### src/rtl/uer_pkg.sv
// Package for the ultrasonic echo ranger: shared types, register indexes,
// reset values and the measurement phase encoding. No dependencies.
`timescale 1ns / 1ps
`default_nettype none

package uer_pkg;

    // Default width of the tick, rise and fall counters
    localparam int COUNT_WIDTH_DEFAULT = 16;

    // Configuration register indexes
    localparam int CFG_INDEX_W = 2;
    localparam logic [CFG_INDEX_W-1:0] CFG_TIMEOUT_TICKS = 2'd0;
    localparam logic [CFG_INDEX_W-1:0] CFG_SCALE_Q8      = 2'd1;
    localparam logic [CFG_INDEX_W-1:0] CFG_MIN_VALID_MM  = 2'd2;

    // Configuration register widths and reset values
    localparam int CFG_DATA_W = 16;
    localparam int SCALE_W    = 12;
    localparam logic [15:0]        TIMEOUT_RESET   = 16'd2200;
    localparam logic [SCALE_W-1:0] SCALE_RESET     = 12'd696;
    localparam logic [15:0]        MIN_VALID_RESET = 16'd20;

    // Measurement phase
    typedef enum logic [1:0] {
        PH_IDLE = 2'd0,
        PH_RISE = 2'd1,
        PH_FALL = 2'd2
    } phase_t;

    // Configuration register set
    typedef struct packed {
        logic [15:0]        timeout_ticks;
        logic [SCALE_W-1:0] scale_q8;
        logic [15:0]        min_valid_mm;
    } cfg_t;

    // One input item
    typedef struct packed {
        logic start_req;
        logic echo;
    } in_item_t;

    // One result item
    typedef struct packed {
        logic        trigger;
        logic        done_res;
        logic        busy_res;
        logic [15:0] distance_mm;
        logic [15:0] rise_ticks;
        logic [15:0] fall_ticks;
    } result_t;

endpackage

`default_nettype wire

### src/rtl/uer_cfg_regs.sv
// Configuration register file of the echo ranger.
// Depends on uer_pkg for register indexes, widths and reset values.
`timescale 1ns / 1ps
`default_nettype none

module uer_cfg_regs
    import uer_pkg::*;
(
    input  wire logic                   aclk,
    input  wire logic                   aresetn,
    input  wire logic                   cfg_we,
    input  wire logic [CFG_INDEX_W-1:0] cfg_index,
    input  wire logic [CFG_DATA_W-1:0]  cfg_wdata,
    output cfg_t                        cfg
);

    cfg_t cfg_reg;
    cfg_t cfg_next;

    // Decode the write; an index beyond the list changes nothing.
    always_comb begin
        cfg_next = cfg_reg;
        if (cfg_we) begin
            case (cfg_index)
                CFG_TIMEOUT_TICKS: cfg_next.timeout_ticks = cfg_wdata;
                CFG_SCALE_Q8:      cfg_next.scale_q8      = cfg_wdata[SCALE_W-1:0];
                CFG_MIN_VALID_MM:  cfg_next.min_valid_mm  = cfg_wdata;
                default:           cfg_next               = cfg_reg;
            endcase
        end
    end

    always_ff @(posedge aclk) begin
        if (!aresetn) begin
            cfg_reg.timeout_ticks <= TIMEOUT_RESET;
            cfg_reg.scale_q8      <= SCALE_RESET;
            cfg_reg.min_valid_mm  <= MIN_VALID_RESET;
        end else begin
            cfg_reg <= cfg_next;
        end
    end

    assign cfg = cfg_reg;

endmodule

`default_nettype wire

### src/rtl/uer_in_stage.sv
// Input register stage of the echo ranger: holds one accepted tick.
// Depends on uer_pkg for the input item type.
`timescale 1ns / 1ps
`default_nettype none

module uer_in_stage
    import uer_pkg::*;
(
    input  wire logic aclk,
    input  wire logic aresetn,
    input  wire logic s_valid,
    output logic      s_ready,
    input  wire logic s_start_req,
    input  wire logic s_echo,
    input  wire logic take,
    output logic      item_valid,
    output in_item_t  item
);

    logic     valid_reg;
    logic     valid_next;
    in_item_t item_reg;

    // The stage can take a new transfer when empty or when it drains this cycle.
    assign s_ready = !valid_reg || take;

    always_comb begin
        valid_next = valid_reg;
        if (s_ready) begin
            valid_next = s_valid;
        end
    end

    always_ff @(posedge aclk) begin
        if (!aresetn) begin
            valid_reg <= 1'b0;
        end else begin
            valid_reg <= valid_next;
        end
    end

    // Payload needs no reset.
    always_ff @(posedge aclk) begin
        if (s_valid && s_ready) begin
            item_reg.start_req <= s_start_req;
            item_reg.echo      <= s_echo;
        end
    end

    assign item_valid = valid_reg;
    assign item       = item_reg;

endmodule

`default_nettype wire

### src/rtl/uer_core.sv
// Ranging core: phase machine, tick/rise/fall counters, distance scaling
// and the last good distance. Depends on uer_pkg.
`timescale 1ns / 1ps
`default_nettype none

module uer_core
    import uer_pkg::*;
#(
    parameter int COUNT_WIDTH = COUNT_WIDTH_DEFAULT
) (
    input  wire logic aclk,
    input  wire logic aresetn,
    input  wire logic fire,
    input  in_item_t  item,
    input  cfg_t      cfg,
    output result_t   result
);

    localparam int CMP_W  = (COUNT_WIDTH > 16) ? COUNT_WIDTH : 16;
    localparam int PROD_W = COUNT_WIDTH + SCALE_W;
    localparam int MM_W   = PROD_W - 8;
    localparam int MMC_W  = (MM_W > 16) ? MM_W : 16;

    phase_t                 phase_reg;
    phase_t                 phase_next;
    logic [COUNT_WIDTH-1:0] tick_reg;
    logic [COUNT_WIDTH-1:0] tick_next;
    logic [COUNT_WIDTH-1:0] rise_reg;
    logic [COUNT_WIDTH-1:0] rise_next;
    logic [COUNT_WIDTH-1:0] fall_reg;
    logic [COUNT_WIDTH-1:0] fall_next;
    logic [15:0]            last_good_reg;
    logic [15:0]            last_good_next;

    logic [COUNT_WIDTH-1:0] tick_inc;
    logic                   timed_out;
    logic                   finish;
    logic [COUNT_WIDTH-1:0] span_rise;
    logic [COUNT_WIDTH-1:0] span;
    logic [PROD_W-1:0]      product;
    logic [MMC_W-1:0]       mm;
    logic                   mm_valid;
    logic                   mm_sat;

    // Saturating tick increment and the timeout compare
    assign tick_inc  = (tick_reg != {COUNT_WIDTH{1'b1}}) ? tick_reg + 1'b1 : tick_reg;
    assign timed_out = CMP_W'(tick_inc) > CMP_W'(cfg.timeout_ticks);

    // A measurement ends on timeout, or on the echo falling while waiting for it.
    always_comb begin
        case (phase_reg)
            PH_RISE: finish = !item.start_req && timed_out;
            PH_FALL: finish = !item.start_req && (timed_out || !item.echo);
            default: finish = 1'b0;
        endcase
    end

    // Span between the recorded edges; a rise timeout gives zero.
    assign span_rise = (phase_reg == PH_FALL) ? rise_reg : tick_inc;
    assign span      = (tick_inc >= span_rise) ? tick_inc - span_rise : '0;

    // Scale to millimetres, truncated, then check against the minimum.
    assign product  = PROD_W'(span) * PROD_W'(cfg.scale_q8);
    assign mm       = MMC_W'(product[PROD_W-1:8]);
    assign mm_valid = mm > MMC_W'(cfg.min_valid_mm);
    assign mm_sat   = mm > MMC_W'(16'hFFFF);

    // Next phase
    always_comb begin
        phase_next = PH_IDLE;
        if (item.start_req) begin
            phase_next = PH_RISE;
        end else begin
            case (phase_reg)
                PH_RISE: begin
                    if (timed_out) begin
                        phase_next = PH_IDLE;
                    end else if (item.echo) begin
                        phase_next = PH_FALL;
                    end else begin
                        phase_next = PH_RISE;
                    end
                end
                PH_FALL: begin
                    phase_next = finish ? PH_IDLE : PH_FALL;
                end
                default: phase_next = PH_IDLE;
            endcase
        end
    end

    // Counters and the last good distance
    always_comb begin
        tick_next      = tick_reg;
        rise_next      = rise_reg;
        fall_next      = fall_reg;
        last_good_next = last_good_reg;
        if (item.start_req) begin
            tick_next = '0;
        end else begin
            case (phase_reg)
                PH_RISE: begin
                    tick_next = tick_inc;
                    if (timed_out) begin
                        rise_next = tick_inc;
                        fall_next = tick_inc;
                    end else if (item.echo) begin
                        rise_next = tick_inc;
                    end
                end
                PH_FALL: begin
                    tick_next = tick_inc;
                    if (finish) begin
                        fall_next = tick_inc;
                    end
                end
                default: tick_next = tick_reg;
            endcase
            if (finish && mm_valid) begin
                last_good_next = mm_sat ? 16'hFFFF : mm[15:0];
            end
        end
    end

    // Result of this tick; the recorded counts are reported in 16 bits.
    always_comb begin
        result.trigger     = item.start_req;
        result.done_res    = finish;
        result.busy_res    = (phase_next == PH_RISE) || (phase_next == PH_FALL);
        result.distance_mm = last_good_next;
        result.rise_ticks  = 16'(rise_next);
        result.fall_ticks  = 16'(fall_next);
    end

    always_ff @(posedge aclk) begin
        if (!aresetn) begin
            phase_reg     <= PH_IDLE;
            tick_reg      <= '0;
            rise_reg      <= '0;
            fall_reg      <= '0;
            last_good_reg <= '0;
        end else if (fire) begin
            phase_reg     <= phase_next;
            tick_reg      <= tick_next;
            rise_reg      <= rise_next;
            fall_reg      <= fall_next;
            last_good_reg <= last_good_next;
        end
    end

endmodule

`default_nettype wire

### src/rtl/uer_out_stage.sv
// Output register of the echo ranger: holds one result until transferred.
// Depends on uer_pkg for the result type.
`timescale 1ns / 1ps
`default_nettype none

module uer_out_stage
    import uer_pkg::*;
(
    input  wire logic aclk,
    input  wire logic aresetn,
    input  wire logic load,
    input  result_t   result,
    output logic      out_free,
    output logic      m_valid,
    input  wire logic m_ready,
    output result_t   m_result
);

    logic    valid_reg;
    logic    valid_next;
    result_t result_reg;

    // Free when empty or when the held result is transferred this cycle.
    assign out_free = !valid_reg || m_ready;

    always_comb begin
        valid_next = valid_reg;
        if (out_free) begin
            valid_next = load;
        end
    end

    always_ff @(posedge aclk) begin
        if (!aresetn) begin
            valid_reg <= 1'b0;
        end else begin
            valid_reg <= valid_next;
        end
    end

    always_ff @(posedge aclk) begin
        if (load) begin
            result_reg <= result;
        end
    end

    assign m_valid  = valid_reg;
    assign m_result = result_reg;

endmodule

`default_nettype wire

### src/rtl/ultrasonic_echo_ranger_top.sv
// Ultrasonic echo ranger, top level.
// Each input transfer is one timer tick carrying a start request and the
// sampled echo level; each tick yields exactly one result transfer with the
// trigger level, done and busy flags, the latest distance in millimetres and
// the recorded rise and fall tick counts.
// m_valid rises once a tick has passed the input register and then the result
// register. Throughput: one tick per cycle while the receiver does not stall,
// set by the state update between the two registers.
// When the receiver stalls, the result register holds its transfer and the
// input register absorbs one more tick before s_ready falls.
// Reset clears both valid flags, returns the phase to idle, zeroes the
// counters and the last good distance, and loads the register defaults
// (timeout 2200 ticks, scale 2.72 mm per tick, minimum 20 mm).
// Configuration is a plain write port: cfg_we with cfg_index and cfg_wdata;
// the user writes it only while no tick is in flight; the block does not enforce it.
// Depends on uer_pkg and the uer_* submodules.
`timescale 1ns / 1ps
`default_nettype none

module ultrasonic_echo_ranger_top
    import uer_pkg::*;
#(
    parameter int COUNT_WIDTH = COUNT_WIDTH_DEFAULT
) (
    input  wire logic                   aclk,
    input  wire logic                   aresetn,
    input  wire logic                   cfg_we,
    input  wire logic [CFG_INDEX_W-1:0] cfg_index,
    input  wire logic [CFG_DATA_W-1:0]  cfg_wdata,
    input  wire logic                   s_valid,
    output logic                        s_ready,
    input  wire logic                   s_start_req,
    input  wire logic                   s_echo,
    output logic                        m_valid,
    input  wire logic                   m_ready,
    output logic                        m_trigger,
    output logic                        m_done_res,
    output logic                        m_busy_res,
    output logic [15:0]                 m_distance_mm,
    output logic [15:0]                 m_rise_ticks,
    output logic [15:0]                 m_fall_ticks
);

    cfg_t     cfg;
    in_item_t item;
    logic     item_valid;
    logic     out_free;
    logic     fire;
    result_t  result;
    result_t  m_result;

    // A tick moves from the input register to the result register when both allow.
    assign fire = item_valid && out_free;

    uer_cfg_regs u_cfg_regs (
        .aclk      (aclk),
        .aresetn   (aresetn),
        .cfg_we    (cfg_we),
        .cfg_index (cfg_index),
        .cfg_wdata (cfg_wdata),
        .cfg       (cfg)
    );

    uer_in_stage u_in_stage (
        .aclk        (aclk),
        .aresetn     (aresetn),
        .s_valid     (s_valid),
        .s_ready     (s_ready),
        .s_start_req (s_start_req),
        .s_echo      (s_echo),
        .take        (fire),
        .item_valid  (item_valid),
        .item        (item)
    );

    uer_core #(
        .COUNT_WIDTH (COUNT_WIDTH)
    ) u_core (
        .aclk    (aclk),
        .aresetn (aresetn),
        .fire    (fire),
        .item    (item),
        .cfg     (cfg),
        .result  (result)
    );

    uer_out_stage u_out_stage (
        .aclk     (aclk),
        .aresetn  (aresetn),
        .load     (fire),
        .result   (result),
        .out_free (out_free),
        .m_valid  (m_valid),
        .m_ready  (m_ready),
        .m_result (m_result)
    );

    assign m_trigger     = m_result.trigger;
    assign m_done_res    = m_result.done_res;
    assign m_busy_res    = m_result.busy_res;
    assign m_distance_mm = m_result.distance_mm;
    assign m_rise_ticks  = m_result.rise_ticks;
    assign m_fall_ticks  = m_result.fall_ticks;

endmodule

`default_nettype wire

### config.mk
export PLATFORM = sky130hd
export DESIGN_NAME = ultrasonic_echo_ranger_top
export DESIGN_NICKNAME = d
export VERILOG_FILES = /design/src/rtl/uer_pkg.sv /design/src/rtl/uer_cfg_regs.sv /design/src/rtl/uer_in_stage.sv /design/src/rtl/uer_core.sv /design/src/rtl/uer_out_stage.sv /design/src/rtl/ultrasonic_echo_ranger_top.sv
export SDC_FILE = /design/constraint.sdc
export NUM_CORES = 1
export LEC_CHECK = 0
export BUFFER_PORTS_ARGS = -buffer_cell sky130_fd_sc_hd__buf_4
export CAP_MARGIN = 15
export CORE_MARGIN = 5
export CORE_UTILIZATION = 65
export DETAILED_ROUTE_END_ITERATION = 10
export PLACE_DENSITY = 0.84
export SLEW_MARGIN = 25
export SYNTH_ARGS = -nofsm -noshare
export SYNTH_HDL_FRONTEND = slang
export SYNTH_SLANG_ARGS = --single-unit
### constraint.sdc
create_clock -name aclk -period 30 [get_ports aclk]
set_clock_uncertainty 0.15 [all_clocks]
set_input_delay 6 -clock aclk [delete_from_list [all_inputs] [get_ports aclk]]
set_output_delay 6 -clock aclk [all_outputs]
set_load 0.005 [all_outputs]
==> reports/metrics.yaml, run 1 <==
synthArstFlopShare_pct: 0
ys_seq_area_share_pct: 26.4
io_buffer_count: 77
hpwl_um: 27200
postCtsSetupBuffers: 0
die_w_um: 159
hold_start: "u_cfg_regs.cfg[11]"
hold_viol: 0
area_growth_pct: 9.06
syn_area_um2: 14500
antenna_found_initial: 0
vias: 11800
path_max_fanout: 4
crit-reg2reg-launch: "u_core.tick_reg[1]"
clock_sinks: 165
required_ns: 23.85
slew-limit-headroom_pct: 28.3
worstSetupPathType: "in -> out"
grt_pass1_vias: 11900
ctsHoldBuffers: 0
fin_crit_sh_pct: 42.8
cap_viol_max_count: 0
netlist_instances: 1616
synth_most_common_cell: "nand2_1"
fp.dieH_um: 159
grt_util_all_layers_pct: 29.0
r2r_end: "u_out_stage.m_result[45]"
final_cells: 1934
drive_above_1_share_pct: 10.2
synthFlopType: "dfxtp_1"
hold_path.class: "reg -> reg"
fp.dieArea_um2: 25400
synth_nets: 1892
cts_resized: 0
yosys_register_bits: 165
antenna_cells: 0
grt_max_degree: 70
rsz0062_at_grt: "false"
synthDistinctLibCells: 73
worst_pin_slew_ns: 1.07
crit_arrival_ns: 6.68
place_congestion: 0.953
yosysWarnings: 0
avgSynthCellArea_um2: 8.97
synth_edf_count: 53
r2r_slack_ns: 17.61
n_fill_cell: 1603
grt_pass1_wl_um: 60800
start_util_pct: 66.2
powerDensity_nw_per_um2: 36.1
synth_area_leaders: "fa_1, dfxtp_1, edfxtp_1"
synth_common_cells: "nand2_1, inv_1, fa_1, dfxtp_1, ha_1"
fin_crit_ns: 12.83
core_area_um2: 21900
reg2regPathDepth: 39
routed_via_density: 6.12
clkLatencyLatePin_ns: 0.44
hold_depth: 2
status: "completed"
place_inst: 1902
netlist.area_leader.share_pct: 19.3
start_kind: "primary input"
cts_tree: "built"
finalMaxSlewViolations: 0
drc: 0
largest_reg_flops: 51
ios: 78
ant_nets: 0
first_iter_violations: 951
cts_inserted_buffers: 17
max_freq_mhz: 77.9
cp-end-kind: "primary output"
yosysTopAreaCell: "fa_1"
htree_levels: 4
setup_viol: 0
vdd_drop_max_mv: 0.0384
holdPathEnd: "u_cfg_regs.cfg[11]"
nNetsFinal: 1917
max-clock-path-buffers: 2
clockRootBuffer: "clkbuf_16"
power.leakage_uw: 0.00732
fp-row-count: 54
post_drt_wl_per_cell_um: 19.2
wl_um: 37200
clk_pin_slew_ns: 0.07
fin_tns_setup_ns: 0
grt_overflow: 0
drt_pre_antenna_iters: 5
[kinds of logic (layout without fill, tap and decap cells)]
group           after synthesis  in the layout  share of synthesized area [%]
compound gates              281            281                           14.1
flops                       165            165                           26.4
xor+xnor                     39             39                           2.36
mux                          46             46                           3.40
fa+ha+maj                   251            251                           28.9
buf+inv                     318            356                           8.32
simple gates                516            516                           16.5
[worst max-delay path: stages]
cell	delay (ns)
buf_4	0.11
nor2b_1	0.29
nand2_1	0.13
buf_4	0.16
[metal layers]
| layer | wire (um) | vias up | GRT usage [%] |
|---|---|---|---|
| li1 | - | 5398 | - |
| met1 | 14800 | 5748 | 37.5 |
| met2 | 18300 | 588 | 50.2 |
| met3 | 2880 | 99 | 4.25 |
| met4 | 1250 | 0 | 9.69 |
| met5 | 0 | - | 0 |
[placed cells by master (no fill, tap or decap), drive strengths merged, types with 9 or more instances in the layout]
| master | Yosys | final |
|---|---|---|
| a21o | 22 | 22 |
| a21oi | 79 | 79 |
| a22o | 33 | 33 |
| a22oi | 14 | 14 |
| and2 | 61 | 61 |
| and3 | 19 | 19 |
| buf | 18 | 88 |
| clkbuf | 64 | 17 |
| dfxtp | 112 | 112 |
| edfxtp | 53 | 53 |
| fa | 140 | 140 |
| ha | 111 | 111 |
| inv | 234 | 243 |
| mux2 | 16 | 16 |
| mux2i | 30 | 30 |
| nand2 | 250 | 250 |
| nand3 | 31 | 31 |
| nand4 | 14 | 14 |
| nor2 | 89 | 89 |
| nor2b | 9 | 9 |
| nor3 | 17 | 17 |
| o211ai | 10 | 10 |
| o21ai | 30 | 30 |
| o221a | 16 | 16 |
| o22a | 16 | 16 |
| xnor2 | 23 | 23 |
| xor2 | 16 | 16 |
[power breakdown]
part           total, uW  switching (uW)  leakage (uW)  internal (uW)
Sequential           242            6.13       0.00140            235
Clock                226             108      0.000289            118
Combinational        104            64.2       0.00563           39.7
[worst max-delay path by stage]
| stage | from | endpoint | slack [ns] | depth (start not counted) |
|---|---|---|---|---|
| floorplan | m_ready | s_ready | 17.57 | 2 |
| global placement | m_ready | s_ready | 17.20 | 4 |
| detailed placement | m_ready | s_ready | 17.16 | 4 |
| CTS | m_ready | s_ready | 17.16 | 4 |
| global route | u_core.tick_reg[1] | u_out_stage.m_result[45] | 16.78 | 40 |
| finish | m_ready | s_ready | 17.17 | 4 |
[per-stage QoR]
step           power (uW)  instance area [um2]  setup slack [ns]  hold WS (ns)  utilization (%)
3_3_place_gp          345                15200             17.20         0.294             69.5
3_5_place_dp          349                15200             17.16         0.297             69.5
6_report              572                15800             17.17         0.308             72.3
5_1_grt               595                15800             16.78         0.326             72.3
2_1_floorplan         317                14500             17.57         0.286                -
4_1_cts               571                15800             17.16         0.307             72.2
[layout make-up]
class | instances | area [um2] | area share, %
multi-input cells | 1133 | 9500 | 60.0
clock buffers | 17 | 425 | 2.69
flip-flops and latches | 165 | 3830 | 24.2
inverters | 236 | 888 | 5.62
clock inverters | 15 | 161 | 1.02
well taps | 280 | 350 | 2.22
repair buffers | 88 | 661 | 4.18
Note: power is estimated with default switching activity, not from simulation.
==> run 2: changes to the inputs <==
--- a/config.mk
+++ b/config.mk
@@ -8,9 +8,9 @@
 export BUFFER_PORTS_ARGS = -buffer_cell sky130_fd_sc_hd__buf_4
 export CAP_MARGIN = 15
 export CORE_MARGIN = 5
-export CORE_UTILIZATION = 65
+export CORE_UTILIZATION = 57
 export DETAILED_ROUTE_END_ITERATION = 10
-export PLACE_DENSITY = 0.84
+export PLACE_DENSITY = 0.78
 export SLEW_MARGIN = 25
 export SYNTH_ARGS = -nofsm -noshare
 export SYNTH_HDL_FRONTEND = slang
==> constraint.sdc (replaced) <==
create_clock -name aclk -period 10.8 [get_ports aclk]
set_clock_uncertainty 0.15 [all_clocks]
set_input_delay 2.16 -clock aclk [delete_from_list [all_inputs] [get_ports aclk]]
set_output_delay 2.16 -clock aclk [all_outputs]
set_load 0.005 [all_outputs]
==> run 2 against run 1 <==
Non-clock buffer count up 76. Clock power rose to 2.7 times the previous value. Die area is 13% higher. Register-to-register slack lost 17 ns. First-iteration DRC count up 15%. Sequential power grew to 2.8 times the previous value. Flip-flop and latch count stayed put. Setup slack got worse by 17 ns. Highest routed layer unchanged.
==> reports/metrics.yaml, run 2 (synthesized netlist as in run 1, its figures left out) <==
start_util_pct: 57.8  # was 66.2%
status: "completed"  # unchanged
core_area_um2: 25100  # was 21900 um2
worst_pin_slew_ns: 0.966  # was 1.07 ns
highest_layer: "met4"  # unchanged
cap_viol_max_count: 0  # unchanged
dr_wl_met3_um: 2730  # was 2880 um
stdcell_area_um2: 16800  # was 15800 um2
start_kind: "register"  # was primary input
r2r_end: "u_out_stage.m_result[37]"  # was u_out_stage.m_result[45]
slowest_delay_ns: 0.56  # was 0.29 ns
cts_tree: "built"  # unchanged
met1_length_um: 16400  # was 14800 um
ios: 78  # unchanged
fin_crit_sh_pct: 97.0
post-place-ws_ns: -0.201  # was 17.16 ns
max-clock-path-buffers: 2  # unchanged
first_iter_violations: 1091  # was 951
hpwl_um: 29300  # was 27200 um
final_cells: 2062  # was 1934
grt_pass1_wl_um: 62300  # was 60800 um
place_inst: 2007  # was 1902
routed_via_density: 5.89  # was 6.12
n_fill_cell: 1985  # was 1603
antenna_found_initial: 0  # unchanged
required_ns: 10.84  # was 23.85 ns
post_drt_wl_per_cell_um: 19.0  # was 19.2 um
slew-limit-headroom_pct: 35.1  # was 28.3%
final_common_cell: "nand2_1"  # unchanged
cp-end-kind: "register"  # was primary output
drt_pre_antenna_iters: 5  # unchanged
multi_input_area_um2: 9800  # was 9500 um2
drive_above_1_share_pct: 16.9  # was 10.2%
place_congestion: 0.962  # was 0.953
grt_max_degree: 52  # was 70
r2r_slack_ns: 0.33  # was 17.61 ns
ant_nets: 0  # unchanged
whs_ns: 0.306  # was 0.308 ns
antenna_cells: 0  # unchanged
powerDensity_nw_per_um2: 96.9  # was 36.1 nW/um2
wl_um: 39100  # was 37200 um
path_common_cell: "fa_1"  # was buf_4
io_buffer_count: 77  # unchanged
area_growth_pct: 15.7  # was 9.06%
startpoint: "u_core.tick_reg[6]"  # was m_ready
ctsHoldBuffers: 0  # unchanged
crit_arrival_ns: 10.52  # was 6.68 ns
grt_pass1_vias: 11900  # about the same
regArea_um2: 3840  # was 3830 um2
grt_util_all_layers_pct: 27.0  # was 29.0%
nNetsFinal: 1995  # was 1917
worstSetupPathType: "reg -> reg"  # was in -> out
fp.dieH_um: 170  # was 159 um
cts_inserted_buffers: 17  # unchanged
htree_levels: 4  # unchanged
slowest_stage: "or4_1"  # was nor2b_1
vias: 12100  # was 11800
fp-row-count: 58  # was 54
power.leakage_uw: 0.00782  # was 0.00732 uW
hold_viol: 0  # unchanged
endpoint: "u_out_stage.m_result[37]"  # was s_ready
max_freq_mhz: 95.5
crit-reg2reg-launch: "u_core.tick_reg[6]"  # was u_core.tick_reg[1]
largest_reg_flops: 51  # unchanged
vdd_drop_max_mv: 0.117  # was 0.0384 mV
clock_sinks: 165  # unchanged
fp.dieArea_um2: 28700  # was 25400 um2
hold_path.class: "reg -> reg"  # unchanged
fin_crit_ns: 10.47
final_cell_mix: "nand2_1, inv_1, buf_4"  # was nand2_1, inv_1, fa_1
clockRootBuffer: "clkbuf_16"  # unchanged
clkLatencyLatePin_ns: 0.44  # about the same
reg2regPathDepth: 41  # was 39
finalMaxSlewViolations: 0  # unchanged
wl_met2_um: 19000  # was 18300 um
die_w_um: 170  # was 159 um
fin_ws_ns: 0.327  # was 17.17 ns
path_max_fanout: 12  # was 4
grt_overflow: 0  # unchanged
setup_viol: 0  # unchanged
drc: 0  # unchanged
clk_pin_slew_ns: 0.08  # was 0.07 ns
placed_cell_area_um2: 15700  # was 15200 um2
-- run 2: changes by cell type in the layout (fill, tap and decap cells not counted), moves of 5 or more --
cell	delta
o21ai_0	-6
nor3_2	+5
xnor2_1	-6
xnor2_2	+6
buf_4	+73
ha_1	-7
nor3_1	-5
ha_2	+6
-- run 2: critical path: cells and delay by family, from the launching register on --
family	cells	cell delay, ns
adder cells (fa/ha/maj)	8	3.61
AO/OA/AOI/OAI	12	2.28
buffers and inverters	8	0.85
multiplexers	1	0.18
XOR/XNOR	1	0.14
AND/OR/NAND/NOR	11	2.62
flip-flops	1	0.40
-- run 2: what timing repair did --
| action | CTS | global route |
|---|---|---|
| buffers inserted | 0 | 20 |
| setup endpoints to repair | 32 | 32 |
| gates resized for setup | 12 | 64 |
| pin swaps | 0 | 24 |
| cloned | 0 | 3 |
-- run 2: stage by stage --
step	setup TNS [ns]	total power [uW]	util [%]
finish	0	1630	66.8
global route	-0.995	1700	66.8
CTS	0	1610	65.1
detailed placement	-4.37	1000	62.5
global placement	0	993	62.5
floorplan	0	881	-
-- run 2: how the worst min path moves through the flow --
stage	endpoint	cells after the start	start	slack [ns]
after floorplan	u_cfg_regs.cfg[10]	2	u_cfg_regs.cfg[10]	0.29
after global placement	u_cfg_regs.cfg[5]	2	u_cfg_regs.cfg[5]	0.29
after detailed placement	u_cfg_regs.cfg[34]	2	u_cfg_regs.cfg[34]	0.30
after CTS	u_cfg_regs.cfg[34]	2	u_cfg_regs.cfg[34]	0.31
after global routing	u_cfg_regs.cfg[1]	2	u_cfg_regs.cfg[1]	0.33
final	u_cfg_regs.cfg[34]	2	u_cfg_regs.cfg[34]	0.31
-- run 2: routing by layer --
layer,global-route usage [%],vias up
li1,-,5568
met1,38.3,5993
met2,44.0,513
met3,3.66,69
met4,7.46,0
met5,0,-
-- run 2: layout make-up --
cell class / instances / area share [%]
inverter: 236 / 5.28
timing repair buffer: 164 / 7.42
tap: 330 / 2.46
sequential: 165 / 22.9
clock buffer: 17 / 2.53
multi-input combinational: 1135 / 58.4
clock inverter: 15 / 1.07
-- run 2: where the power goes --
group | internal [uW] | total (uW) | switching, uW
clock network | 314 | 614 | 300
logic | 138 | 342 | 204
registers | 654 | 671 | 16.8
==> run 3: changes to the inputs <==
--- a/config.mk
+++ b/config.mk
@@ -8,9 +8,9 @@
 export BUFFER_PORTS_ARGS = -buffer_cell sky130_fd_sc_hd__buf_4
 export CAP_MARGIN = 15
 export CORE_MARGIN = 5
-export CORE_UTILIZATION = 57
+export CORE_UTILIZATION = 63
 export DETAILED_ROUTE_END_ITERATION = 10
-export PLACE_DENSITY = 0.78
+export PLACE_DENSITY = 0.82
 export SLEW_MARGIN = 25
 export SYNTH_ARGS = -nofsm -noshare
 export SYNTH_HDL_FRONTEND = slang
==> constraint.sdc (replaced) <==
create_clock -name aclk -period 11.3 [get_ports aclk]
set_clock_uncertainty 0.15 [all_clocks]
set_input_delay 2.26 -clock aclk [delete_from_list [all_inputs] [get_ports aclk]]
set_output_delay 2.26 -clock aclk [all_outputs]
set_load 0.005 [all_outputs]
==> run 3 against run 2 <==
Clock power fell by 8.1%. Cell area fell by 3.0%. Critical path depth rose by 2. Global-route usage rose by 2.3 points. Setup slack improved by 0.14 ns. Critical endpoint is now u_out_stage.m_result[36]. Largest cell class unchanged.
==> reports/metrics.yaml, run 3 (synthesized netlist as in run 1, its figures left out) <==
path_max_fanout: 16  # was 12
required_ns: 11.32  # was 10.84 ns
powerDensity_nw_per_um2: 93.0  # was 96.9 nW/um2
grt_max_degree: 70  # was 52
n_fill_cell: 1673  # was 1985
antenna_found_initial: 0  # unchanged
core_area_um2: 22600  # was 25100 um2
max-clock-path-buffers: 2  # unchanged
critical-path-top-delay-family: "adder cells"  # unchanged
fp.dieArea_um2: 26200  # was 28700 um2
io_buffer_count: 77  # unchanged
vias: 11900  # was 12100
clockRootBuffer: "clkbuf_16"  # unchanged
largest_reg_flops: 51  # unchanged
cap_viol_max_count: 0  # unchanged
nNetsFinal: 1965  # was 1995
fin_crit_ns: 10.84  # was 10.47 ns
hpwl_um: 29200  # was 29300 um
slowest_delay_ns: 0.56  # about the same
fin_crit_sh_pct: 95.9  # was 97.0%
ios: 78  # unchanged
place_congestion: 1.03  # was 0.962
grt_util_all_layers_pct: 29.3  # was 27.0%
grt_pass1_wl_um: 61500  # was 62300 um
vdd_drop_max_mv: 0.150  # was 0.117 mV
status: "completed"  # unchanged
start_util_pct: 64.1  # was 57.8%
setup_viol: 0  # unchanged
hold_viol: 0  # unchanged
fin_ws_ns: 0.464  # was 0.327 ns
area_growth_pct: 12.3  # was 15.7%
antenna_cells: 0  # unchanged
fp.dieH_um: 162  # was 170 um
slowest_stage: "fa_1"  # was or4_1
crit_buf_inv: 7  # was 8
final_cell_mix: "nand2_1, inv_1, fa_1"  # was nand2_1, inv_1, buf_4
drive_above_1_share_pct: 13.6  # was 16.9%
clkLatencyLatePin_ns: 0.43  # was 0.44 ns
cts_inserted_buffers: 17  # unchanged
start_kind: "register"  # unchanged
ant_nets: 0  # unchanged
htree_levels: 4  # unchanged
power.leakage_uw: 0.00759  # was 0.00782 uW
drc: 0  # unchanged
regArea_um2: 3830  # was 3840 um2
grt_pass1_vias: 11900  # about the same
ctsHoldBuffers: 0  # unchanged
final_cells: 1987  # was 2062
drt_pre_antenna_iters: 7  # was 5
clk_pin_slew_ns: 0.07  # was 0.08 ns
fp-row-count: 55  # was 58
worst_pin_slew_ns: 0.743  # was 0.966 ns
cts_tree: "built"  # unchanged
post_drt_wl_per_cell_um: 19.0  # about the same
finalMaxSlewViolations: 0  # unchanged
clock_sinks: 165  # unchanged
cp-end-kind: "register"  # unchanged
max_freq_mhz: 92.3  # was 95.5 MHz
routed_via_density: 6.01  # was 5.89
multi_input_area_um2: 9590  # was 9800 um2
first_iter_violations: 1121  # was 1091
grt_overflow: 0  # unchanged
post-place-ws_ns: -0.163  # was -0.201 ns
worstSetupPathType: "reg -> reg"  # unchanged
die_w_um: 162  # was 170 um
final_common_cell: "nand2_1"  # unchanged
crit_arrival_ns: 10.86  # was 10.52 ns
slew-limit-headroom_pct: 50.4  # was 35.1%
hold_path.class: "reg -> reg"  # unchanged
place_inst: 1948  # was 2007
wl_um: 37800  # was 39100 um
## run 3: repair_timing
| action | in CTS | in global routing |
|---|---|---|
| pin swaps | 0 | 1 |
| endpoints found under the setup margin | 32 | 32 |
| buffers inserted | 1 | 6 |
| gates resized for setup | 2 | 25 |
## run 3: power by group
part	internal, uW	switching [uW]	leakage [uW]
Combinational	123	188	0.00591
Sequential	625	15.2	0.00141
Clock	295	269	0.000280
## run 3: path summary, 6_finish.rpt
kind / slack [ns] / endpoint / start / cells after the start
max: 0.46 / u_out_stage.m_result[36] / u_core.tick_reg[1] / 43
min: 0.31 / u_cfg_regs.cfg[38] / u_cfg_regs.cfg[38] / 2
max reg2reg: 0.46 / u_out_stage.m_result[36] / u_core.tick_reg[1] / 43
min reg2reg: 0.31 / u_cfg_regs.cfg[38] / u_cfg_regs.cfg[38] / 2
## run 3: final cells by class
type                       count  area share, %
clock buffer                  17           2.61
clock inverter                15          0.968
inverter                     236           5.44
multi-input combinational   1133           58.9
sequential                   165           23.5
tap                          285           2.19
timing repair buffer         136           6.35
## run 3: per-stage QoR
step / hold WS (ns) / util (%) / TNS [ns] / total power [uW] / cell area, um2
final: 0.307 / 71.9 / 0 / 1510 / 16300
after global routing: 0.325 / 71.9 / -0.366 / 1590 / 16300
after CTS: 0.308 / 71.2 / 0 / 1510 / 16100
after detailed placement: 0.298 / 68.5 / -3.14 / 954 / 15500
after global placement: 0.295 / 68.5 / 0 / 946 / 15500
after floorplan: 0.286 / - / 0 / 842 / 14500
## run 3: worst reg2reg max path: cells and delay by family (launching register included)
kind            cells  cell delay, ns
compound gates     14            2.70
xor+xnor            1            0.13
fa+ha+maj           9            3.74
buf+inv             7            0.72
flops               1            0.42
mux                 2            0.57
simple gates       10            2.19
## run 3: metal layers
metal,wire length [um],global-route usage [%]
met5,0,0
met3,2910,4.19
met4,1320,10.9
met2,17900,47.4
met1,15700,40.7
